[src/hw/rtl/dqfa_pkg.sv]
// dqfa_pkg: shared types, constants and phase codes for the dns answer block
// no dependencies

package dqfa_pkg;

    // sizing of query and response
    localparam int RESPONSE_BYTES  = 128;
    localparam int MAX_QUERY_BYTES = 512;
    localparam int ANSWER_BYTES    = 16;
    localparam int HEADER_BYTES    = 12;
    localparam int TAIL_BYTES      = 4;

    localparam int POS_W  = $clog2(MAX_QUERY_BYTES + 1);
    localparam int CNT_W  = $clog2(RESPONSE_BYTES + 1);
    localparam int ANS_W  = $clog2(ANSWER_BYTES);
    localparam int TAIL_W = $clog2(TAIL_BYTES + 1);

    // parse phases
    localparam logic [2:0] PH_HEADER  = 3'd0;
    localparam logic [2:0] PH_NAMELEN = 3'd1;
    localparam logic [2:0] PH_LABEL   = 3'd2;
    localparam logic [2:0] PH_TAIL    = 3'd3;
    localparam logic [2:0] PH_DONE    = 3'd4;
    localparam logic [2:0] PH_DISCARD = 3'd5;

    // fixed header and answer bytes
    localparam logic [7:0] FLAGS_HI     = 8'h81;
    localparam logic [7:0] FLAGS_LO     = 8'h80;
    localparam logic [7:0] COUNT_ONE    = 8'h01;
    localparam logic [7:0] NAME_PTR_HI  = 8'hC0;
    localparam logic [7:0] NAME_PTR_LO  = 8'h0C;
    localparam logic [7:0] TYPE_CLASS   = 8'h01;
    localparam logic [7:0] RDLENGTH_LO  = 8'h04;
    localparam logic [7:0] QR_MASK      = 8'h80;

    // configuration register indexes
    localparam logic CFG_ANSWER_IP = 1'b0;
    localparam logic CFG_TTL       = 1'b1;

    typedef struct packed {
        logic [7:0] data;
        logic       last;
        logic       abort;
    } resp_t;

endpackage

[src/hw/rtl/dqfa_parser.sv]
// dqfa_parser: per-byte query parser, header rewrite and question echo
// depends on dqfa_pkg

module dqfa_parser
    import dqfa_pkg::*;
(
    input  logic       clk,
    input  logic       rst_n,
    input  logic       take,
    input  logic [7:0] query_byte,
    input  logic       end_of_packet,
    output logic       res_valid,
    output resp_t      res,
    output logic       start_burst
);

    logic [POS_W-1:0]  pos_reg,   pos_next;
    logic [2:0]        phase_reg, phase_next;
    logic [7:0]        label_reg, label_next;
    logic [TAIL_W-1:0] tail_reg,  tail_next;
    logic [CNT_W-1:0]  cnt_reg,   cnt_next;

    logic [7:0]        hdr_val;
    logic              ab;
    logic              complete;
    logic              too_long;
    logic              too_big;

    always_comb
    begin
        case (pos_reg) inside
            POS_W'(0), POS_W'(1): hdr_val = query_byte;
            POS_W'(2):            hdr_val = FLAGS_HI;
            POS_W'(3):            hdr_val = FLAGS_LO;
            POS_W'(5), POS_W'(7): hdr_val = COUNT_ONE;
            default:              hdr_val = 8'h00;
        endcase
    end

    assign too_long = (pos_reg >= POS_W'(MAX_QUERY_BYTES));
    assign too_big  = (({1'b0, cnt_reg} + (CNT_W+1)'(ANSWER_BYTES + 1))
                       > (CNT_W+1)'(RESPONSE_BYTES));

    always_comb
    begin
        pos_next    = pos_reg;
        phase_next  = phase_reg;
        label_next  = label_reg;
        tail_next   = tail_reg;
        cnt_next    = cnt_reg;
        res_valid   = 1'b0;
        res         = '{data: query_byte, last: 1'b0, abort: 1'b0};
        start_burst = 1'b0;
        ab          = 1'b0;
        complete    = 1'b0;
        if (take)
        begin
            if (!too_long)
            begin
                pos_next = pos_reg + POS_W'(1);
            end
            unique case (phase_reg) inside
                PH_HEADER:
                begin
                    if (((pos_reg == POS_W'(2)) && ((query_byte & QR_MASK) != 8'h00))
                        || end_of_packet)
                    begin
                        ab = 1'b1;
                    end
                    else
                    begin
                        res_valid = 1'b1;
                        res.data  = hdr_val;
                        cnt_next  = cnt_reg + CNT_W'(1);
                        if (pos_reg >= POS_W'(HEADER_BYTES - 1))
                        begin
                            phase_next = PH_NAMELEN;
                        end
                    end
                end
                PH_NAMELEN, PH_LABEL, PH_TAIL:
                begin
                    if (too_long || too_big)
                    begin
                        ab = 1'b1;
                    end
                    else
                    begin
                        unique case (phase_reg) inside
                            PH_NAMELEN:
                            begin
                                if (query_byte == 8'h00)
                                begin
                                    phase_next = PH_TAIL;
                                    tail_next  = '0;
                                end
                                else
                                begin
                                    label_next = query_byte;
                                    phase_next = PH_LABEL;
                                end
                            end
                            PH_LABEL:
                            begin
                                label_next = (label_reg != 8'h00) ? label_reg - 8'd1 : 8'h00;
                                if (label_next == 8'h00)
                                begin
                                    phase_next = PH_NAMELEN;
                                end
                            end
                            default:
                            begin
                                tail_next = tail_reg + TAIL_W'(1);
                                if (tail_next >= TAIL_W'(TAIL_BYTES))
                                begin
                                    complete   = 1'b1;
                                    phase_next = PH_DONE;
                                end
                            end
                        endcase
                        if (end_of_packet && !complete)
                        begin
                            ab = 1'b1;
                        end
                        else
                        begin
                            res_valid   = 1'b1;
                            start_burst = complete;
                            cnt_next    = cnt_reg + CNT_W'(1)
                                          + (complete ? CNT_W'(ANSWER_BYTES) : CNT_W'(0));
                        end
                    end
                end
                default:
                begin
                    // done, discard and unused codes: nothing out
                end
            endcase
            if (ab)
            begin
                res_valid  = 1'b1;
                res        = '{data: 8'h00, last: 1'b1, abort: 1'b1};
                phase_next = PH_DISCARD;
            end
            if (end_of_packet)
            begin
                pos_next   = '0;
                phase_next = PH_HEADER;
                label_next = 8'h00;
                tail_next  = '0;
                cnt_next   = '0;
            end
        end
    end

    always_ff @(posedge clk or negedge rst_n)
    begin
        if (!rst_n)
        begin
            pos_reg   <= '0;
            phase_reg <= PH_HEADER;
            label_reg <= 8'h00;
            tail_reg  <= '0;
            cnt_reg   <= '0;
        end
        else
        begin
            pos_reg   <= pos_next;
            phase_reg <= phase_next;
            label_reg <= label_next;
            tail_reg  <= tail_next;
            cnt_reg   <= cnt_next;
        end
    end

endmodule

[src/hw/rtl/dqfa_answer.sv]
// dqfa_answer: sequencer for the 16-byte a-record answer
// depends on dqfa_pkg

module dqfa_answer
    import dqfa_pkg::*;
(
    input  logic        clk,
    input  logic        rst_n,
    input  logic        start,
    input  logic        advance,
    input  logic [31:0] answer_ip,
    input  logic [31:0] ttl_seconds,
    output logic        busy,
    output resp_t       res
);

    logic             busy_reg, busy_next;
    logic [ANS_W-1:0] idx_reg,  idx_next;
    logic [7:0]       val;

    always_comb
    begin
        case (idx_reg)
            ANS_W'(0):  val = NAME_PTR_HI;
            ANS_W'(1):  val = NAME_PTR_LO;
            ANS_W'(3):  val = TYPE_CLASS;
            ANS_W'(5):  val = TYPE_CLASS;
            ANS_W'(6):  val = ttl_seconds[31:24];
            ANS_W'(7):  val = ttl_seconds[23:16];
            ANS_W'(8):  val = ttl_seconds[15:8];
            ANS_W'(9):  val = ttl_seconds[7:0];
            ANS_W'(11): val = RDLENGTH_LO;
            ANS_W'(12): val = answer_ip[31:24];
            ANS_W'(13): val = answer_ip[23:16];
            ANS_W'(14): val = answer_ip[15:8];
            ANS_W'(15): val = answer_ip[7:0];
            default:    val = 8'h00;
        endcase
    end

    assign busy = busy_reg;
    assign res  = '{data: val, last: (idx_reg == ANS_W'(ANSWER_BYTES - 1)), abort: 1'b0};

    always_comb
    begin
        busy_next = busy_reg;
        idx_next  = idx_reg;
        if (start)
        begin
            busy_next = 1'b1;
            idx_next  = '0;
        end
        else if (busy_reg && advance)
        begin
            idx_next = idx_reg + ANS_W'(1);
            if (idx_reg == ANS_W'(ANSWER_BYTES - 1))
            begin
                busy_next = 1'b0;
            end
        end
    end

    always_ff @(posedge clk or negedge rst_n)
    begin
        if (!rst_n)
        begin
            busy_reg <= 1'b0;
            idx_reg  <= '0;
        end
        else
        begin
            busy_reg <= busy_next;
            idx_reg  <= idx_next;
        end
    end

endmodule

[src/hw/rtl/dqfa_out_fifo.sv]
// dqfa_out_fifo: two-entry result queue that drives the output channel
// depends on dqfa_pkg

module dqfa_out_fifo
    import dqfa_pkg::*;
(
    input  logic  clk,
    input  logic  rst_n,
    input  logic  push,
    input  resp_t push_data,
    output logic  full,
    output logic  out_valid,
    input  logic  out_stall,
    output resp_t out_data
);

    resp_t       mem_reg [2];
    logic [1:0]  count_reg, count_next;
    logic        wr_reg, rd_reg;
    logic        do_push, do_pop;

    assign full      = (count_reg == 2'd2);
    assign out_valid = (count_reg != 2'd0);
    assign out_data  = mem_reg[rd_reg];
    assign do_push   = push && !full;
    assign do_pop    = out_valid && !out_stall;

    always_comb
    begin
        count_next = count_reg;
        if (do_push && !do_pop)
        begin
            count_next = count_reg + 2'd1;
        end
        else if (do_pop && !do_push)
        begin
            count_next = count_reg - 2'd1;
        end
    end

    always_ff @(posedge clk or negedge rst_n)
    begin
        if (!rst_n)
        begin
            count_reg <= 2'd0;
            wr_reg    <= 1'b0;
            rd_reg    <= 1'b0;
        end
        else
        begin
            count_reg <= count_next;
            if (do_push)
            begin
                wr_reg <= ~wr_reg;
            end
            if (do_pop)
            begin
                rd_reg <= ~rd_reg;
            end
        end
    end

    always_ff @(posedge clk)
    begin
        if (do_push)
        begin
            mem_reg[wr_reg] <= push_data;
        end
    end

endmodule

[src/hw/rtl/dns_query_to_fixed_answer.sv]
// dns_query_to_fixed_answer: streaming dns responder, one fixed a record per query
// depends on dqfa_pkg, dqfa_parser, dqfa_answer, dqfa_out_fifo
// result bytes pass through the registered output queue after their query byte transfer
// throughput: one query byte per cycle while the queue has room; the byte that completes
// the question holds the input while the answer burst drains
// reset: rst_n async active low clears parser, burst and queue; registers go to defaults

module dns_query_to_fixed_answer
    import dqfa_pkg::*;
(
    input  logic        clk,
    input  logic        rst_n,
    // query byte channel
    input  logic        in_valid,
    output logic        in_stall,
    input  logic [7:0]  query_byte,
    input  logic        end_of_packet,
    // response byte channel
    output logic        out_valid,
    input  logic        out_stall,
    output logic [7:0]  resp_byte,
    output logic        resp_last,
    output logic        abort,
    // configuration write channel
    input  logic        cfg_valid,
    output logic        cfg_ready,
    input  logic        cfg_index,
    input  logic [31:0] cfg_data
);

    logic [31:0] answer_ip_reg;
    logic [31:0] ttl_reg;

    logic        accept;
    logic        p_valid;
    resp_t       p_res;
    logic        p_start;
    logic        burst_busy;
    resp_t       burst_res;
    logic        fifo_full;
    logic        push;
    resp_t       push_data;
    resp_t       out_data;

    // config writes are always accepted: cfg_ready is tied high
    assign cfg_ready = 1'b1;

    always_ff @(posedge clk or negedge rst_n)
    begin
        if (!rst_n)
        begin
            answer_ip_reg <= 32'hC0A8_0401;
            ttl_reg       <= 32'd60;
        end
        else if (cfg_valid && cfg_ready)
        begin
            unique case (cfg_index)
                CFG_ANSWER_IP: answer_ip_reg <= cfg_data;
                CFG_TTL:       ttl_reg       <= cfg_data;
                default:       ;
            endcase
        end
    end

    // input waits while the answer burst runs or the queue is full;
    // both are registered, so no path from out_stall to in_stall
    assign in_stall = burst_busy || fifo_full;
    assign accept   = in_valid && !in_stall;

    dqfa_parser u_parser (
        .clk           (clk),
        .rst_n         (rst_n),
        .take          (accept),
        .query_byte    (query_byte),
        .end_of_packet (end_of_packet),
        .res_valid     (p_valid),
        .res           (p_res),
        .start_burst   (p_start)
    );

    // burst steps forward whenever the queue has a free slot
    dqfa_answer u_answer (
        .clk         (clk),
        .rst_n       (rst_n),
        .start       (p_start),
        .advance     (!fifo_full),
        .answer_ip   (answer_ip_reg),
        .ttl_seconds (ttl_reg),
        .busy        (burst_busy),
        .res         (burst_res)
    );

    // parser and burst never push in the same cycle: input is held during a burst
    assign push      = (accept && p_valid) || (burst_busy && !fifo_full);
    assign push_data = burst_busy ? burst_res : p_res;

    dqfa_out_fifo u_out_fifo (
        .clk       (clk),
        .rst_n     (rst_n),
        .push      (push),
        .push_data (push_data),
        .full      (fifo_full),
        .out_valid (out_valid),
        .out_stall (out_stall),
        .out_data  (out_data)
    );

    assign resp_byte = out_data.data;
    assign resp_last = out_data.last;
    assign abort     = out_data.abort;

endmodule

[config.mk]
export PLATFORM = sky130hd
export DESIGN_NAME = dns_query_to_fixed_answer
export DESIGN_NICKNAME = d
export VERILOG_FILES = /design/src/hw/rtl/dqfa_pkg.sv /design/src/hw/rtl/dqfa_parser.sv /design/src/hw/rtl/dqfa_answer.sv /design/src/hw/rtl/dqfa_out_fifo.sv /design/src/hw/rtl/dns_query_to_fixed_answer.sv
export SDC_FILE = /design/constraint.sdc
export NUM_CORES = 1
export LEC_CHECK = 0
export ABC_AREA = 1
export BUFFER_PORTS_ARGS = -buffer_cell sky130_fd_sc_hd__buf_2
export CAP_MARGIN = 10
export CORE_MARGIN = 2
export CORE_UTILIZATION = 32
export CTS_CLUSTER_DIAMETER = 80
export DETAILED_ROUTE_END_ITERATION = 16
export PLACE_DENSITY_LB_ADDON = 0.25
export SETUP_SLACK_MARGIN = 0.02
export SLEW_MARGIN = 15
export SYNTH_ARGS = -nofsm -noshare
export SYNTH_HDL_FRONTEND = slang
export SYNTH_SLANG_ARGS = --single-unit
[constraint.sdc]
create_clock -name clk -period 3.4 [get_ports clk]
set_clock_uncertainty 0.2 [all_clocks]
set_input_delay 0.34 -clock clk [delete_from_list [all_inputs] [get_ports clk]]
set_output_delay 0.34 -clock clk [all_outputs]
set_load 0.02 [all_outputs]
* Yosys cells after proc, flatten, opt, wreduce, memory -nomap -nowiden
Memories as Yosys holds them, arrays and structs flattened.
Cells that the tools add are included.
** Word-level totals
- Bits in registers :: 105
- Bits in writable memories :: 20
- Input port bits :: 47
- Output and inout bits :: 13
- Logic and storage cells :: 177
- Memories :: 1
** Cells by class
- Add/subtract/negate cells :: 9
- $lt $le $gt $ge :: 4
- Equality and inequality tests :: 34
- Multiplexer cells :: 68
- Bitwise gates (word level) :: 3
- Reductions and logical operators :: 46
** Memory list
- u_out_fifo.mem_reg :: words 2, bits a word 10, read ports 1, clocked after Yosys merged registers in 0, wr ports 1, line dqfa_out_fifo.sv:17 : resp_t mem_reg [2];
** Operator list (count)
- 2-to-1 mux 8 bit :: 14
- one-hot mux 8 bit (12 select lines) :: 1
- 2-to-1 mux 10 bit :: 5
- 2-to-1 mux 3 bit :: 11
- one-hot mux 8 bit (2 select lines) :: 2
- == test 4 bit (second input constant) :: 7
- 2-to-1 mux 1 bit :: 25
- == test 10 x 2 -> 1 bit (second input constant) :: 2
- == test 10 x 3 -> 1 bit (second input constant) :: 2
- one-hot mux 3 bit (2 select lines) :: 3
- zero test 8 bit :: 2
- != test 3 bit (second input constant) :: 5
- AND reduction 5 bit :: 3
- == test 4 x 3 -> 1 bit (second input constant) :: 3
- != test 4 bit (second input constant) :: 3
- adder 10 x 1 -> 10 bit (second input constant) :: 1
- == test 10 x 1 -> 1 bit (second input constant) :: 1
- >= comparator 10 bit (second input constant) :: 1
- >= comparator 10 x 4 -> 1 bit (second input constant) :: 1
- zero test 10 bit :: 1
- nonzero test 2 bit :: 5
- adder 8 x 5 -> 9 bit (second input constant) :: 1
- > comparator 9 x 8 -> 1 bit (second input constant) :: 1
- logical AND 1 bit :: 9
- other kinds (32) :: 55

* Depth between registers and ports, before layout
- Depth in word-level cells :: 22
- Mapped depth :: 16
- Mapped depth without buffers :: 16

* Modules after synthesis
Synthesis repeated with hierarchy kept, for this count alone.
** Unflattened totals
- Cells, all modules :: 974
- Area, all modules :: 7412.1 um^2
** By module, submodules not included
- dns_query_to_fixed_answer :: instances 1, cells an instance 320, area an instance 2787.7 um^2, sequential area each 1615.3 um^2
- dqfa_parser :: instances 1, cells an instance 372, area an instance 2593.7 um^2, sequential area each 800.8 um^2
- dqfa_answer :: instances 1, cells an instance 197, area an instance 1058.5 um^2, sequential area each 125.1 um^2
- dqfa_out_fifo :: instances 1, cells an instance 85, area an instance 972.2 um^2, sequential area each 700.7 um^2

* Worst setup path after synthesis
Ideal clock, no wire load.
- Kind :: register to register
- From :: reg u_parser.cnt_reg[0]
- To :: mem u_out_fifo.mem_reg[0][1] (netlist bit), data pin
- Setup time :: 269 ps
- Data arrival time :: 1687 ps
- Data required time :: 2931 ps
- Setup slack :: 1244 ps
- Cell stages (with the launch flop) :: 14
- Path buffers :: 1
- Period minus slack after synthesis :: 2156 ps
- Cells stage by stage :: dfrtp_1 > ha_1 > xor2_1 > nor2_1 > nand2_2 > nor2_2 > nand2_1 > nand2_2 > nand3_1 > nand2_2 > nand2_2 > nand2_2 > buf_6 > o21ai_0
** RTL lines
- from (decl) :: line dqfa_parser.sv:21 : logic [CNT_W-1:0] cnt_reg, cnt_next;
- from (signal assigned) :: line dqfa_parser.sv:172 : cnt_reg <= cnt_next;
- to (decl) :: line dqfa_out_fifo.sv:17

==> metrics.txt <==
status complete, no violations; Sinks on Clock Net 125; htree depth 4; Starting Density 0.329; Hold Vio Cnt, Final 0; num ports 60; fraction of registers with async set/reset 0.840; crit-path most repeated cell nand2_1; max-cap violation count 0; Final min period 2.43 ns; Min-Delay Path Depth 3; R2R depth 8; Crit-path slowest cell nor2_1; hold buffers post-CTS 24; Global Route Usage Sum 0.160; DR vias 5618; DRC 0; Post-Route WL 16800 µm; Synth Area per Inst 8.07 µm²; crit path DAT 2.50 ns; startpoint type of the worst setup path register; Syn Inst Count 832; most common cell in the netlist nand2_1; RSZ-0062 raised after global routing no; root buf cell clkbuf_16; setup violators final 0; crit path from u_answer.idx_reg[1]; initial antenna violation count 0; slack of the worst reg-to-reg path 0.97 ns; initial DRC count 335; share of layout cells above drive strength 1 0.153; Floorplan Core Area 20400 µm²; synth unique cells 48; post-route insts no fill 1194; slowest stage delay, CP 0.58 ns; global route overflow 0; Die Width 149 µm; die area 22200 µm²; Row Count 52; maximum VDD drop 0.000403 V; Crit Path Max Fanout 8; DR vias/cell 4.71; Worst-Skew Late Latency 0.42 ns; Setup TNS 0 ns; synth cell count leaders nand2_1 (211), inv_1 (108), dfrtp_1 (94), o21ai_0 (94), nand3_1 (64); hold crit path type input port to register; Slew HR 0.312; final net count 974; pin count of the biggest net entering global routing 65; Synth Register Bits 125; Placed Area 7270 µm²; Vert. Die Dim 149 µm; Inst Count DP 1138; cts bufs inserted 17; drt pass-1 iters 5; post-route clock period utilization 0.713; synth top area cells dfrtp_1 (35%), nand2_1 (12%), edfxtp_1 (8.9%); Fmax achieved 412 MHz; Worst-Margin Slew 1.03 ns; Critical Path Sink u_out_fifo.mem_reg[1][4]; vias in the first global route 5494; Main synth FF type dfrtp_1; post-CTS setup buffers 0; Ys Warns 0; LEAKAGE 3.93 nW; hold path start cfg_data[8]; sequential share of the synthesized area 0.483; CP Buf/Inv Count 1; synthesized net count 895; first-pass GRT wire length 27800 µm; Pwr per Cell Area 752 nW/µm²; Power Total 6.09 mW; CP Capture Type register; Routed Antenna Nets 0; Mapped Area 6720 µm²; Resized Gates After CTS 0; final instance area 8100 µm²; P&R area growth vs syn 20.6%; input/output buffers 58; CTS max path bufs 2; Yosys top cell by area dfrtp_1; number of antenna repair diodes 0; Stages on worst setup path 8; Synth top area share 0.350; Req. time, crit path 3.47 ns; R2R Path End u_out_fifo.mem_reg[1][4]; Reg clk slew, reported paths 0.06 ns; Final HPWL DP 11900 µm; cell chain of the critical path inv_1 > ha_1 > nand2_1 > nor2_1 > a221oi_1 > nand4_1 > nand2_1 > nand2_1; routed wire length per instance 14.0 µm; Final Max Tran Viols 0; number of synthesized flops with an enable pin 20; critical setup path kind register to register; RR Startpoint u_answer.idx_reg[1]; critical path's top delay family simple AND/OR/NAND/NOR gates; CTS tree built; GP Congestion 0.811
-- worst register-to-register path, stage by stage (launching register included) --
cell	delay, ns
dfrtp_1	0.40
inv_1	0.13
ha_1	0.24
nand2_1	0.09
nor2_1	0.58
a221oi_1	0.25
nand4_1	0.19
nand2_1	0.08
nand2_1	0.12
-- layout make-up --
| type | instances | area, µm² |
|---|---|---|
| fill | 2060 | 12300 |
| sequential | 125 | 3240 |
| multi-input combinational | 566 | 2920 |
| timing repair buffer | 86 | 576 |
| clock buffer | 18 | 439 |
| inverter | 115 | 433 |
| tap | 270 | 338 |
| clock inverter | 14 | 146 |
-- metal layers --
metal	up-vias	GRT usage	share of wire
met5	-	0	0
met4	0	0.0390	0.0087
met3	9	0.0376	0.040
met2	107	0.257	0.46
met1	2606	0.219	0.50
li1	2896	-	-
-- through the flow --
step / utilization / hold WS [ns] / setup WS [ns]
after global routing: 0.396 / 0.0167 / 0.720
after CTS: 0.396 / 0.00531 / 0.972
final: 0.396 / 0.00725 / 0.974
after global placement: 0.356 / 0.262 / 0.996
after floorplan: - / -0.156 / 1.24
after detailed placement: 0.356 / 0.259 / 0.981
-- cell families after synthesis --
kind of cell / synth area share
AO/OA/AOI/OAI: 0.147
XOR/XNOR: 0.0157
adder cells (fa/ha/maj): 0.0298
buffers and inverters: 0.0827
flip-flops: 0.483
other: 0.000558
AND/OR/NAND/NOR: 0.241
-- layout by cell type (no fill, tap or decap), types with 7 or more instances in the layout --
cell type and n:
a21oi_1 19, a221oi_1 9, a22oi_1 7, buf_2 57, clkbuf_16 17, dfrtp_1 94, dfstp_2 11, dlygate4sd3_1 24
edfxtp_1 20, ha_1 16, inv_1 108, nand2_1 209, nand2_2 9, nand3_1 64, nand4_1 12, nor2_1 56
nor3_1 10, o21ai_0 94, xor2_1 11
-- report_power, final --
part           internal, mW  switching (mW)  total, mW
clock network          1.05           0.754       1.81
registers              1.93           0.266       2.20
logic                 0.692            1.39       2.08
total                  3.67            2.41       6.09
-- worst min path at each step --
stage                                          to  slack, ns
after floorplan                 answer_ip_reg[11]      -0.16
after global placement    u_out_fifo.count_reg[0]       0.26
after detailed placement         answer_ip_reg[9]       0.26
after CTS                              ttl_reg[8]      0.005
after global routing                  ttl_reg[22]       0.02
final                                  ttl_reg[8]      0.007
Note: power is estimated with default switching activity, not from simulation.
